[config.mk]
export PLATFORM = sky130hd
export DESIGN_NAME = motor_speed_ramp_hbridge
export DESIGN_NICKNAME = d
export VERILOG_FILES = /design/src/rtl/msrh_pkg.sv /design/src/rtl/motor_speed_ramp_hbridge.sv
export SDC_FILE = /design/constraint.sdc
export NUM_CORES = 1
export LEC_CHECK = 0
export BUFFER_PORTS_ARGS = -buffer_cell sky130_fd_sc_hd__buf_2
export CORE_MARGIN = 8
export CORE_UTILIZATION = 45
export DETAILED_ROUTE_END_ITERATION = 6
export PLACE_DENSITY = 0.67
export SLEW_MARGIN = 40
export SYNTH_ARGS = -nofsm -noshare
export SYNTH_HDL_FRONTEND = slang
export SYNTH_SLANG_ARGS = --single-unit
[constraint.sdc]
create_clock -name clk_i -period 5.6 [get_ports clk_i]
set_input_delay 0.84 -clock clk_i [delete_from_list [all_inputs] [get_ports clk_i]]
set_output_delay 0.84 -clock clk_i [all_outputs]
set_load 0.02 [all_outputs]
[src/rtl/msrh_pkg.sv]
// Shared types and constants for the motor speed ramp and H-bridge controller.
package msrh_pkg;

  // Command codes carried by the operation field.
  typedef enum logic [2:0] {
    OP_TICK           = 3'd0,
    OP_SET_DIRECTION  = 3'd1,
    OP_SET_SPEED      = 3'd2,
    OP_MOVE           = 3'd3,
    OP_RAMP_TO_SPEED  = 3'd4,
    OP_MOVE_WITH_RAMP = 3'd5,
    OP_STOP           = 3'd6,
    OP_EMERGENCY_STOP = 3'd7
  } op_e;

  // Stored direction codes.
  localparam logic [1:0] DIR_STOP     = 2'd0;
  localparam logic [1:0] DIR_FORWARD  = 2'd1;
  localparam logic [1:0] DIR_BACKWARD = 2'd2;

  // Field and register widths.
  localparam int unsigned OP_W    = 3;
  localparam int unsigned DIR_W   = 2;
  localparam int unsigned SPEED_W = 11;
  localparam int unsigned LIM_W   = 8;
  localparam int unsigned DELAY_W = 16;
  localparam int unsigned ADDR_W  = 5;
  localparam int unsigned DATA_W  = 32;

  // Register indexes on the configuration port.
  localparam logic [2:0] REG_DUTY_FLOOR = 3'd0;
  localparam logic [2:0] REG_DUTY_CEIL  = 3'd1;
  localparam logic [2:0] REG_SLEW_STEP  = 3'd2;
  localparam logic [2:0] REG_SLEW_WAIT  = 3'd3;
  localparam logic [2:0] REG_HALT_DUTY  = 3'd4;

  // Register values after reset.
  localparam logic [LIM_W-1:0]   RST_DUTY_FLOOR = 8'd0;
  localparam logic [LIM_W-1:0]   RST_DUTY_CEIL  = 8'd255;
  localparam logic [LIM_W-1:0]   RST_SLEW_STEP  = 8'd5;
  localparam logic [DELAY_W-1:0] RST_SLEW_WAIT  = 16'd20;
  localparam logic [LIM_W-1:0]   RST_HALT_DUTY  = 8'd0;

endpackage

[src/rtl/motor_speed_ramp_hbridge.sv]
// Motor speed ramp controller with slew limiting and H-bridge direction outputs.
//
// Each request (tick or command) is taken into an input register and, once the
// result register is free or draining, applied to the motor state through one
// clamp and one compare-and-add stage, which also loads the result register. The
// block sustains one request per clock cycle while the result side does not
// stall; a request passes through the input register and then the result
// register before its result is offered. The rate is set by the state update
// loop through the motor state registers. An input register and a result
// register decouple the two sides, so one more request is taken while a result
// waits. Configuration is written through an APB-style port with registers at
// byte addresses 0 (lowest duty), 4 (highest duty), 8 (duty change per ramp
// step), 12 (ticks between ramp steps) and 16 (duty set by the stop command).
module motor_speed_ramp_hbridge #(
  parameter int unsigned DUTY_BITS       = 8,
  parameter int unsigned TICK_COUNT_BITS = 16
) (
  input  logic                                clk_i,
  input  logic                                rst_ni,
  // Request channel.
  input  logic                                in_valid_i,
  output logic                                in_ready_o,
  input  logic [msrh_pkg::OP_W-1:0]           operation_i,
  input  logic [msrh_pkg::DIR_W-1:0]          direction_i,
  input  logic signed [msrh_pkg::SPEED_W-1:0] speed_i,
  // Result channel.
  output logic                                out_valid_o,
  input  logic                                out_ready_i,
  output logic [DUTY_BITS-1:0]                duty_o,
  output logic                                bridge_in1_o,
  output logic                                bridge_in2_o,
  output logic [msrh_pkg::DIR_W-1:0]          direction_now_o,
  output logic                                ramp_active_o,
  output logic                                moving_o,
  // Configuration port.
  input  logic                                psel,
  input  logic                                penable,
  input  logic                                pwrite,
  input  logic [msrh_pkg::ADDR_W-1:0]         paddr,
  input  logic [msrh_pkg::DATA_W-1:0]         pwdata,
  output logic [msrh_pkg::DATA_W-1:0]         prdata,
  output logic                                pready
);

  localparam int unsigned SAT_W = (DUTY_BITS > msrh_pkg::LIM_W) ? DUTY_BITS : msrh_pkg::LIM_W;
  localparam int unsigned SUM_W = SAT_W + 1;
  localparam int unsigned CNT_W = (TICK_COUNT_BITS > msrh_pkg::DELAY_W) ?
                                  TICK_COUNT_BITS : msrh_pkg::DELAY_W;
  localparam logic [SAT_W-1:0] DUTY_MAX = SAT_W'((64'd1 << DUTY_BITS) - 64'd1);
  localparam logic [TICK_COUNT_BITS-1:0] TICK_MAX = '1;

  // Configuration registers.
  logic [msrh_pkg::LIM_W-1:0]   duty_floor_q, duty_ceil_q, slew_step_q, halt_duty_q;
  logic [msrh_pkg::DELAY_W-1:0] slew_wait_q;
  logic                         cfg_write;

  // Input register.
  logic                                in_valid_q;
  msrh_pkg::op_e                       op_q;
  logic [msrh_pkg::DIR_W-1:0]          dir_in_q;
  logic signed [msrh_pkg::SPEED_W-1:0] speed_q;

  // Motor state.
  logic [DUTY_BITS-1:0]       duty_q, duty_d;
  logic [DUTY_BITS-1:0]       target_q, target_d;
  logic                       ramp_q, ramp_d;
  logic [msrh_pkg::DIR_W-1:0] dir_q, dir_d;
  logic [TICK_COUNT_BITS-1:0] elapsed_q, elapsed_d;

  // Result register.
  logic                       res_valid_q;
  logic [DUTY_BITS-1:0]       res_duty_q;
  logic [msrh_pkg::DIR_W-1:0] res_dir_q;
  logic                       res_ramp_q;

  logic                       advance;
  logic [DUTY_BITS-1:0]       speed_clamped;
  logic [DUTY_BITS-1:0]       stop_clamped;
  logic [msrh_pkg::DIR_W-1:0] dir_req;
  logic [TICK_COUNT_BITS-1:0] elapsed_inc;
  logic                       step_due;
  logic [SUM_W-1:0]           sum_up;
  logic [SUM_W-1:0]           reach_down;

  // Clamp a requested speed to the configured limits and the duty range.
  function automatic logic [DUTY_BITS-1:0] clamp_speed(
    input logic signed [msrh_pkg::SPEED_W-1:0] v,
    input logic [msrh_pkg::LIM_W-1:0]          lo,
    input logic [msrh_pkg::LIM_W-1:0]          hi
  );
    logic signed [msrh_pkg::SPEED_W-1:0] lo_s;
    logic signed [msrh_pkg::SPEED_W-1:0] hi_s;
    logic [msrh_pkg::LIM_W-1:0]          lim;
    logic [SAT_W-1:0]                    wide;
    lo_s = $signed({{(msrh_pkg::SPEED_W - msrh_pkg::LIM_W){1'b0}}, lo});
    hi_s = $signed({{(msrh_pkg::SPEED_W - msrh_pkg::LIM_W){1'b0}}, hi});
    if (v < lo_s) begin
      lim = lo;
    end else if (v > hi_s) begin
      lim = hi;
    end else begin
      lim = v[msrh_pkg::LIM_W-1:0];
    end
    wide = SAT_W'(lim);
    if (wide > DUTY_MAX) begin
      wide = DUTY_MAX;
    end
    return wide[DUTY_BITS-1:0];
  endfunction

  // The configuration port never stalls.
  assign pready    = 1'b1;
  assign cfg_write = psel && penable && pwrite;

  always_ff @(posedge clk_i or negedge rst_ni) begin
    if (!rst_ni) begin
      duty_floor_q <= msrh_pkg::RST_DUTY_FLOOR;
      duty_ceil_q  <= msrh_pkg::RST_DUTY_CEIL;
      slew_step_q  <= msrh_pkg::RST_SLEW_STEP;
      slew_wait_q  <= msrh_pkg::RST_SLEW_WAIT;
      halt_duty_q  <= msrh_pkg::RST_HALT_DUTY;
    end else if (cfg_write) begin
      case (paddr[4:2])
        msrh_pkg::REG_DUTY_FLOOR: duty_floor_q <= pwdata[msrh_pkg::LIM_W-1:0];
        msrh_pkg::REG_DUTY_CEIL:  duty_ceil_q  <= pwdata[msrh_pkg::LIM_W-1:0];
        msrh_pkg::REG_SLEW_STEP:  slew_step_q  <= pwdata[msrh_pkg::LIM_W-1:0];
        msrh_pkg::REG_SLEW_WAIT:  slew_wait_q  <= pwdata[msrh_pkg::DELAY_W-1:0];
        msrh_pkg::REG_HALT_DUTY:  halt_duty_q  <= pwdata[msrh_pkg::LIM_W-1:0];
        default: ;
      endcase
    end
  end

  // Register read back.
  always_comb begin
    case (paddr[4:2])
      msrh_pkg::REG_DUTY_FLOOR: prdata = msrh_pkg::DATA_W'(duty_floor_q);
      msrh_pkg::REG_DUTY_CEIL:  prdata = msrh_pkg::DATA_W'(duty_ceil_q);
      msrh_pkg::REG_SLEW_STEP:  prdata = msrh_pkg::DATA_W'(slew_step_q);
      msrh_pkg::REG_SLEW_WAIT:  prdata = msrh_pkg::DATA_W'(slew_wait_q);
      msrh_pkg::REG_HALT_DUTY:  prdata = msrh_pkg::DATA_W'(halt_duty_q);
      default:                  prdata = '0;
    endcase
  end

  // A buffered request is applied when the result register is free or draining.
  assign advance     = in_valid_q && (!res_valid_q || out_ready_i);
  assign in_ready_o  = !in_valid_q || advance;

  always_ff @(posedge clk_i or negedge rst_ni) begin
    if (!rst_ni) begin
      in_valid_q <= 1'b0;
    end else if (in_ready_o) begin
      in_valid_q <= in_valid_i;
    end
  end

  always_ff @(posedge clk_i) begin
    if (in_ready_o && in_valid_i) begin
      op_q     <= msrh_pkg::op_e'(operation_i);
      dir_in_q <= direction_i;
      speed_q  <= speed_i;
    end
  end

  // Operand preparation: clamped speeds, direction decode and tick counting.
  assign speed_clamped = clamp_speed(speed_q, duty_floor_q, duty_ceil_q);
  assign stop_clamped  = clamp_speed($signed({3'b000, halt_duty_q}), duty_floor_q, duty_ceil_q);
  assign dir_req       = (dir_in_q == msrh_pkg::DIR_FORWARD || dir_in_q == msrh_pkg::DIR_BACKWARD)
                         ? dir_in_q : msrh_pkg::DIR_STOP;
  assign elapsed_inc   = (elapsed_q == TICK_MAX) ? elapsed_q : elapsed_q + 1'b1;
  assign step_due      = CNT_W'(elapsed_inc) >= CNT_W'(slew_wait_q);
  assign sum_up        = SUM_W'(duty_q) + SUM_W'(slew_step_q);
  assign reach_down    = SUM_W'(target_q) + SUM_W'(slew_step_q);

  // Next motor state for the buffered request.
  always_comb begin
    duty_d    = duty_q;
    target_d  = target_q;
    ramp_d    = ramp_q;
    dir_d     = dir_q;
    elapsed_d = elapsed_q;
    case (op_q)
      msrh_pkg::OP_TICK: begin
        if (ramp_q) begin
          elapsed_d = elapsed_inc;
          if (step_due) begin
            elapsed_d = '0;
            if (duty_q < target_q) begin
              if (sum_up >= SUM_W'(target_q)) begin
                duty_d = target_q;
                ramp_d = 1'b0;
              end else begin
                duty_d = sum_up[DUTY_BITS-1:0];
              end
            end else if (duty_q > target_q) begin
              if (SUM_W'(duty_q) <= reach_down) begin
                duty_d = target_q;
                ramp_d = 1'b0;
              end else begin
                duty_d = duty_q - DUTY_BITS'(slew_step_q);
              end
            end else begin
              ramp_d = 1'b0;
            end
          end
        end
      end
      msrh_pkg::OP_SET_DIRECTION: begin
        dir_d = dir_req;
      end
      msrh_pkg::OP_SET_SPEED: begin
        duty_d = speed_clamped;
        if (speed_clamped == '0) begin
          dir_d = msrh_pkg::DIR_STOP;
        end
      end
      msrh_pkg::OP_MOVE: begin
        duty_d = speed_clamped;
        dir_d  = (speed_clamped == '0) ? msrh_pkg::DIR_STOP : dir_req;
      end
      msrh_pkg::OP_RAMP_TO_SPEED: begin
        target_d  = speed_clamped;
        ramp_d    = 1'b1;
        elapsed_d = '0;
      end
      msrh_pkg::OP_MOVE_WITH_RAMP: begin
        dir_d     = dir_req;
        target_d  = speed_clamped;
        ramp_d    = 1'b1;
        elapsed_d = '0;
      end
      msrh_pkg::OP_STOP: begin
        duty_d   = stop_clamped;
        dir_d    = msrh_pkg::DIR_STOP;
        ramp_d   = 1'b0;
        target_d = '0;
      end
      default: begin
        duty_d   = '0;
        dir_d    = msrh_pkg::DIR_STOP;
        ramp_d   = 1'b0;
        target_d = '0;
      end
    endcase
  end

  // Motor state registers.
  always_ff @(posedge clk_i or negedge rst_ni) begin
    if (!rst_ni) begin
      duty_q    <= '0;
      target_q  <= '0;
      ramp_q    <= 1'b0;
      dir_q     <= msrh_pkg::DIR_STOP;
      elapsed_q <= '0;
    end else if (advance) begin
      duty_q    <= duty_d;
      target_q  <= target_d;
      ramp_q    <= ramp_d;
      dir_q     <= dir_d;
      elapsed_q <= elapsed_d;
    end
  end

  // Result register holds the state after each request.
  always_ff @(posedge clk_i or negedge rst_ni) begin
    if (!rst_ni) begin
      res_valid_q <= 1'b0;
    end else if (advance) begin
      res_valid_q <= 1'b1;
    end else if (out_ready_i) begin
      res_valid_q <= 1'b0;
    end
  end

  always_ff @(posedge clk_i) begin
    if (advance) begin
      res_duty_q <= duty_d;
      res_dir_q  <= dir_d;
      res_ramp_q <= ramp_d;
    end
  end

  assign out_valid_o     = res_valid_q;
  assign duty_o          = res_duty_q;
  assign direction_now_o = res_dir_q;
  assign bridge_in1_o    = (res_dir_q == msrh_pkg::DIR_FORWARD);
  assign bridge_in2_o    = (res_dir_q == msrh_pkg::DIR_BACKWARD);
  assign ramp_active_o   = res_ramp_q;
  assign moving_o        = (res_duty_q != '0) && (res_dir_q != msrh_pkg::DIR_STOP);

endmodule

After elaboration in Yosys (flattened, before gate mapping)

Cells that the tools add are included.
Widths: inputs -> output; s select.

Add/subtract/negate cells: 4
$lt $le $gt $ge: 11
Equal/unequal tests: 16
Mux-type cells: 32
Bitwise gates (word level): 1
Reductions and logical operators: 31

Operator list:

| operator              | count |
|---|---|
| $mux 8                | 12 |
| $pmux 16 s5           | 1 |
| $mux 16               | 3 |
| $pmux 16 s2           | 1 |
| $pmux 8 s4            | 1 |
| $add 8x8->9           | 2 |
| $add 16x1->16 const B | 1 |
| $eq 16x16->1 const B  | 1 |
| $ge 16x16->1          | 1 |
| $gt 8x8->1            | 2 |
| $gt 8x8->1 const B    | 2 |
| $lt 8x8->1            | 2 |
| $pmux 8 s2            | 1 |
| $eq 3x2->1 const B    | 4 |
| $eq 3x3->1 const B    | 4 |
| $reduce_and 2->1      | 6 |
| $gt 11x9->1           | 1 |
| $lt 11x9->1           | 1 |
| $ge 9x8->1            | 1 |
| $le 8x9->1            | 1 |
| $logic_not 8->1       | 1 |
| $mux 1                | 8 |
| $pmux 2 s4            | 1 |
| $reduce_bool 8->1     | 1 |
| 17 further kinds      | 36 |

Flip-flop bits (word level): 112
Input port bits: 60

Logic depth before layout (Yosys ltp)

Word-level depth: 8
Mapped depth: 20
Mapped depth without buffers: 17

Worst setup path after synthesis

No wires, ideal clock.

Path type: register to register
From: register slew_step_q[2] (netlist bit)
To: register duty_q[1]
Library setup time: 0.125 ns
Data arrival time: 4.144 ns
Required time: 5.475 ns
Setup slack: 1.331 ns
Cell stages (with the launch flop): 17
Period minus slack after synthesis: 4.269 ns
Cell sequence: dfstp_2 -> inv_1 -> ha_1 -> nand2b_1 -> a21oi_1 -> o21ai_1 -> a21oi_1 -> nor3_1 -> or2_2 -> ha_1 -> a21o_1 -> a211o_1 -> a211oi_4 -> mux2i_1 -> o32ai_1 -> or4_4 -> mux2_2

Longest elaborated chain between the ends: 8

RTL lines:

| element                  | line                            | source |
|---|---|---|
| start: declaration       | motor_speed_ramp_hbridge.sv:53  | `logic [msrh_pkg::LIM_W-1:0] duty_floor_q, duty_ceil_q, slew_step_q, halt_duty_q;` |
| start signal: assignment | motor_speed_ramp_hbridge.sv:119 | `slew_step_q <= msrh_pkg::RST_SLEW_STEP;` |
| start signal: assignment | motor_speed_ramp_hbridge.sv:126 | `msrh_pkg::REG_SLEW_STEP: slew_step_q <= pwdata[msrh_pkg::LIM_W-1:0];` |
| $add 8x8->9              | motor_speed_ramp_hbridge.sv:174 | `assign reach_down = SUM_W'(target_q) + SUM_W'(slew_step_q);` |
| $le 8x9->1               | motor_speed_ramp_hbridge.sv:197 | `if (SUM_W'(duty_q) <= reach_down) begin` |
| $mux 8                   | motor_speed_ramp_hbridge.sv:197 |  |
| $mux 8                   | motor_speed_ramp_hbridge.sv:196 | `end else if (duty_q > target_q) begin` |
| $mux 8 (*)               | motor_speed_ramp_hbridge.sv:189 | `if (duty_q < target_q) begin` |
| $mux 8 (*)               | motor_speed_ramp_hbridge.sv:187 | `if (step_due) begin` |
| $mux 8 (*)               | motor_speed_ramp_hbridge.sv:185 | `if (ramp_q) begin` |
| $pmux 8 s4 (*)           | motor_speed_ramp_hbridge.sv:183 | `case (op_q)` |
| named net duty_d[1]      | motor_speed_ramp_hbridge.sv:64  | `logic [DUTY_BITS-1:0] duty_q, duty_d;` |
| end signal: assignment   | motor_speed_ramp_hbridge.sv:257 | `duty_q <= duty_d;` |
| end: declaration         | motor_speed_ramp_hbridge.sv:64  |  |

The timed path passes the listed nets; every way through them passes the cells marked *.
A chain may end at the register's enable or synchronous reset.

Final worst setup path

From: register elapsed_q[4]
To: register duty_q[1]

Longest elaborated chain between the ends: 6

RTL lines:

| element                                              | line                            | source |
|---|---|---|
| start: declaration                                   | motor_speed_ramp_hbridge.sv:68  | `logic [TICK_COUNT_BITS-1:0] elapsed_q, elapsed_d;` |
| start signal: assignment                             | motor_speed_ramp_hbridge.sv:261 | `elapsed_q <= elapsed_d;` |
| $add 16x1->16 / $eq 16x16->1 (equally long branches) | motor_speed_ramp_hbridge.sv:171 | `assign elapsed_inc = (elapsed_q == TICK_MAX) ? elapsed_q : elapsed_q + 1'b1;` |
| $mux 16 (*)                                          | motor_speed_ramp_hbridge.sv:171 |  |
| $ge 16x16->1 (*)                                     | motor_speed_ramp_hbridge.sv:172 | `assign step_due = CNT_W'(elapsed_inc) >= CNT_W'(slew_wait_q);` |
| $mux 8 (*)                                           | motor_speed_ramp_hbridge.sv:187 |  |
| $mux 8 (*)                                           | motor_speed_ramp_hbridge.sv:185 |  |
| $pmux 8 s4 (*)                                       | motor_speed_ramp_hbridge.sv:183 |  |
| named net duty_d[1]                                  | motor_speed_ramp_hbridge.sv:64  |  |

Marked as above.

==> impl_metrics.ini <==
[flow_run]
maxCapViolCount = 0

[logic_synthesis]
synth_area_um2 = 8550
synth_cell_type_count = 71
synth_edf_count = 27
ys_seq_elements = 112
synth.area.top_cells = dfrtp_1, ha_1, edfxtp_1
ys_seq_area_share_pct = 34.6
synthTopCellsByCount = ha_1, dfrtp_1, a21oi_1
synth_top_area_share_pct = 21.4
synth_cells = 938
ys_warn_count = 0
synth.most_common_cell = ha_1
avgSynthCellArea_um2 = 9.11
synthFlopType = dfrtp_1
ys_async_sr_fraction_pct = 75.9
yosysTopAreaCell = dfrtp_1

[place]
portBuffers = 73
dp_hpwl_mm = 18.9
dpl_cell_area_um2 = 9110
gp_congestion = 1.01
pre_cts_ws_ns = 0.936

[critical_path]
crit_path_end_kind = register
cp.required_ns = 5.85
r2r_cells = 16
cp-endpoint = duty_q[1]
rr_startpoint = elapsed_q[4]
startpoint_type = register
worstSetupStartpoint = elapsed_q[4]
crit_type = register to register
rrSetupSlack_ns = 0.90
worstReg2RegEnd = duty_q[1]
path_max_fanout = 12
worstPathArrival_ns = 4.95

[route]
drc_errors = 0
first_iter_violations = 574
routed_wl_mm = 24.0
dr_total_vias = 7146
routed_via_density = 5.78
drt_first_pass_iters = 5
wl_per_cell_um = 19.4
ant_nets = 0

[sta]
fin_worst_skew_ns = 0.00813
drv_slew = 0
max_slew_margin_pct = 44.4
tightest_slew_ns = 0.828
layout_setup_ws_ns = 0.897
hold_violations = 0
post-route-period-util_pct = 84.0
fin_tns_setup_ns = 0
hold_ws_ns = 0.370
period_needed_ns = 4.70
finalSetupViolations = 0
max_freq_ghz = 0.213
rsz0062_at_grt = no

[power]
powerDensity_nw_per_um2 = 383
peakVddDrop_uv = 217
p_leak_uw = 0.00440

[floorplanning]
die_area_um2 = 23700
start_util_pct = 45.8
die_h_um = 154
core_um2 = 18600
io_pins = 109
num_rows = 50
die_w_um = 154

[layout]
multi_input_area_um2 = 5200
post-route-util_pct = 50.4
fin_area_um2 = 9400
nets = 1155
fill_cells = 1755
drive_gt1_share_pct = 15.2
areaGrowthSynthToFinish_pct = 9.99
diodes = 0
ff_latch_area_um2 = 2950

[grt]
grtUsageTotal_pct = 20.2
grt_pass1_vias = 6957
grt-ovfl-total = 0
grt_max_degree = 63
antenna_found_initial = 0
grt_pass1_wl_mm = 37.8

[clocking]
hold_buffers = 0
cts_tree = done
htree_levels = 3
cts.sinks = 112
root_buffer = clkbuf_16
clkTransAtPathRegs_ns = 0.08
cts_resized = 0
cts_buffer_depth = 2
clk_latency_ns = 0.36
post_cts_buffers = 0
numCtsBuffers = 9

[worst_hold_path]
min_path_type = input port to async pin

[outcome]
status = completed
-- state kept, by name (all words and copies together) (netlist names) --
register         flops
op_q                 3
slew_wait_q         16
slew_step_q          8
target_q             8
dir_in_q             2
out_valid_o          1
speed_q             11
duty_ceil_q          8
direction_now_o      2
duty_q               8
elapsed_q           16
duty_o               8
dir_q                2
duty_floor_q         8
ramp_q               1
ramp_active_o        1
halt_duty_q          8
in_valid_q           1
-- stage by stage --
step / total power, uW / std cells
after floorplan: 2450 / 953
after global placement: 2910 / 1221
after detailed placement: 2950 / 1221
after CTS: 3600 / 1237
after global routing: 3860 / 1237
final: 3600 / 1237
-- final cells by class --
type / instances / area share, %
Sequential cell: 112 / 31.4
Clock buffer: 10 / 2.44
Multi-Input combinational cell: 729 / 55.3
Inverter: 67 / 2.68
Tap cell: 234 / 3.12
Clock inverter: 6 / 0.639
Timing Repair Buffer: 79 / 4.43
-- metal layers --
layer	global-route usage (%)	wire length (um)	vias up
met5	0	0	-
met1	27.1	11000	3371
li1	-	-	3500
met3	3.03	1270	50
met2	32.1	11000	225
met4	8.49	779	0
-- layout by cell type, fill, tap and decap left out, types with 12 or more instances in the layout --
cell type | Yosys | layout
a21oi_1 | 71 | 71
mux2_2 | 26 | 26
nand4_1 | 14 | 14
dfstp_2 | 12 | 12
mux2i_1 | 28 | 28
conb_1 | 2 | 17
a21o_1 | 24 | 24
inv_1 | 66 | 66
nand2b_1 | 18 | 18
nand2_1 | 69 | 69
nor3_1 | 12 | 12
buf_2 | 1 | 72
o21ai_0 | 68 | 68
dfrtp_1 | 73 | 73
xnor2_1 | 21 | 21
nand3_1 | 22 | 22
ha_1 | 94 | 94
nor2b_1 | 12 | 12
nor2_1 | 66 | 66
edfxtp_1 | 27 | 27
a22o_1 | 15 | 15
-- power breakdown --
part           total, uW  switching, uW  internal [uW]
Sequential          1190            199            990
Clock                633            320            314
Combinational       1780           1020            754
Total               3600           1540           2060
-- kinds of logic (layout without fill, tap and decap cells) --
logic type	after synthesis	in the layout	synth area share [%]
AOI/OAI and AO/OA	273	273	20.7
xor gates and xnor gates	27	27	2.77
adders and majority gates	97	97	14.5
buffers and inverters	112	162	5.68
DFF	112	112	34.6
muxes	55	55	6.84
other	2	17	0.0879
and+or+nand+nor	260	260	14.9
-- how the worst min path moves through the flow --
stage,startpoint,endpoint,slack [ns],depth (start not counted)
after floorplan,dir_q[1],dir_q[1],0.45,1
after global placement,dir_q[1],dir_q[1],0.46,1
after detailed placement,dir_q[1],dir_q[1],0.47,1
after CTS,rst_ni,duty_q[5],0.38,1
after global routing,rst_ni,duty_q[5],0.39,1
final,rst_ni,duty_q[5],0.37,1
-- worst max-delay path, stage by stage, from the launching register on --
cell and delay, ns:
dfrtp_1 0.47, nand3_1 0.13, nor4_1 0.49, nand4_1 0.34
and4_1 0.33, and3_1 0.22, xnor2_1 0.13, ha_1 0.29
a21o_1 0.16, a21o_1 0.17, a211o_1 0.32, o2bb2ai_1 0.13
a31o_2 0.31, nand3_1 0.16, o32ai_1 0.11, or4_4 0.54
mux2_2 0.27
No activity file was read; power rests on OpenSTA's default activity.
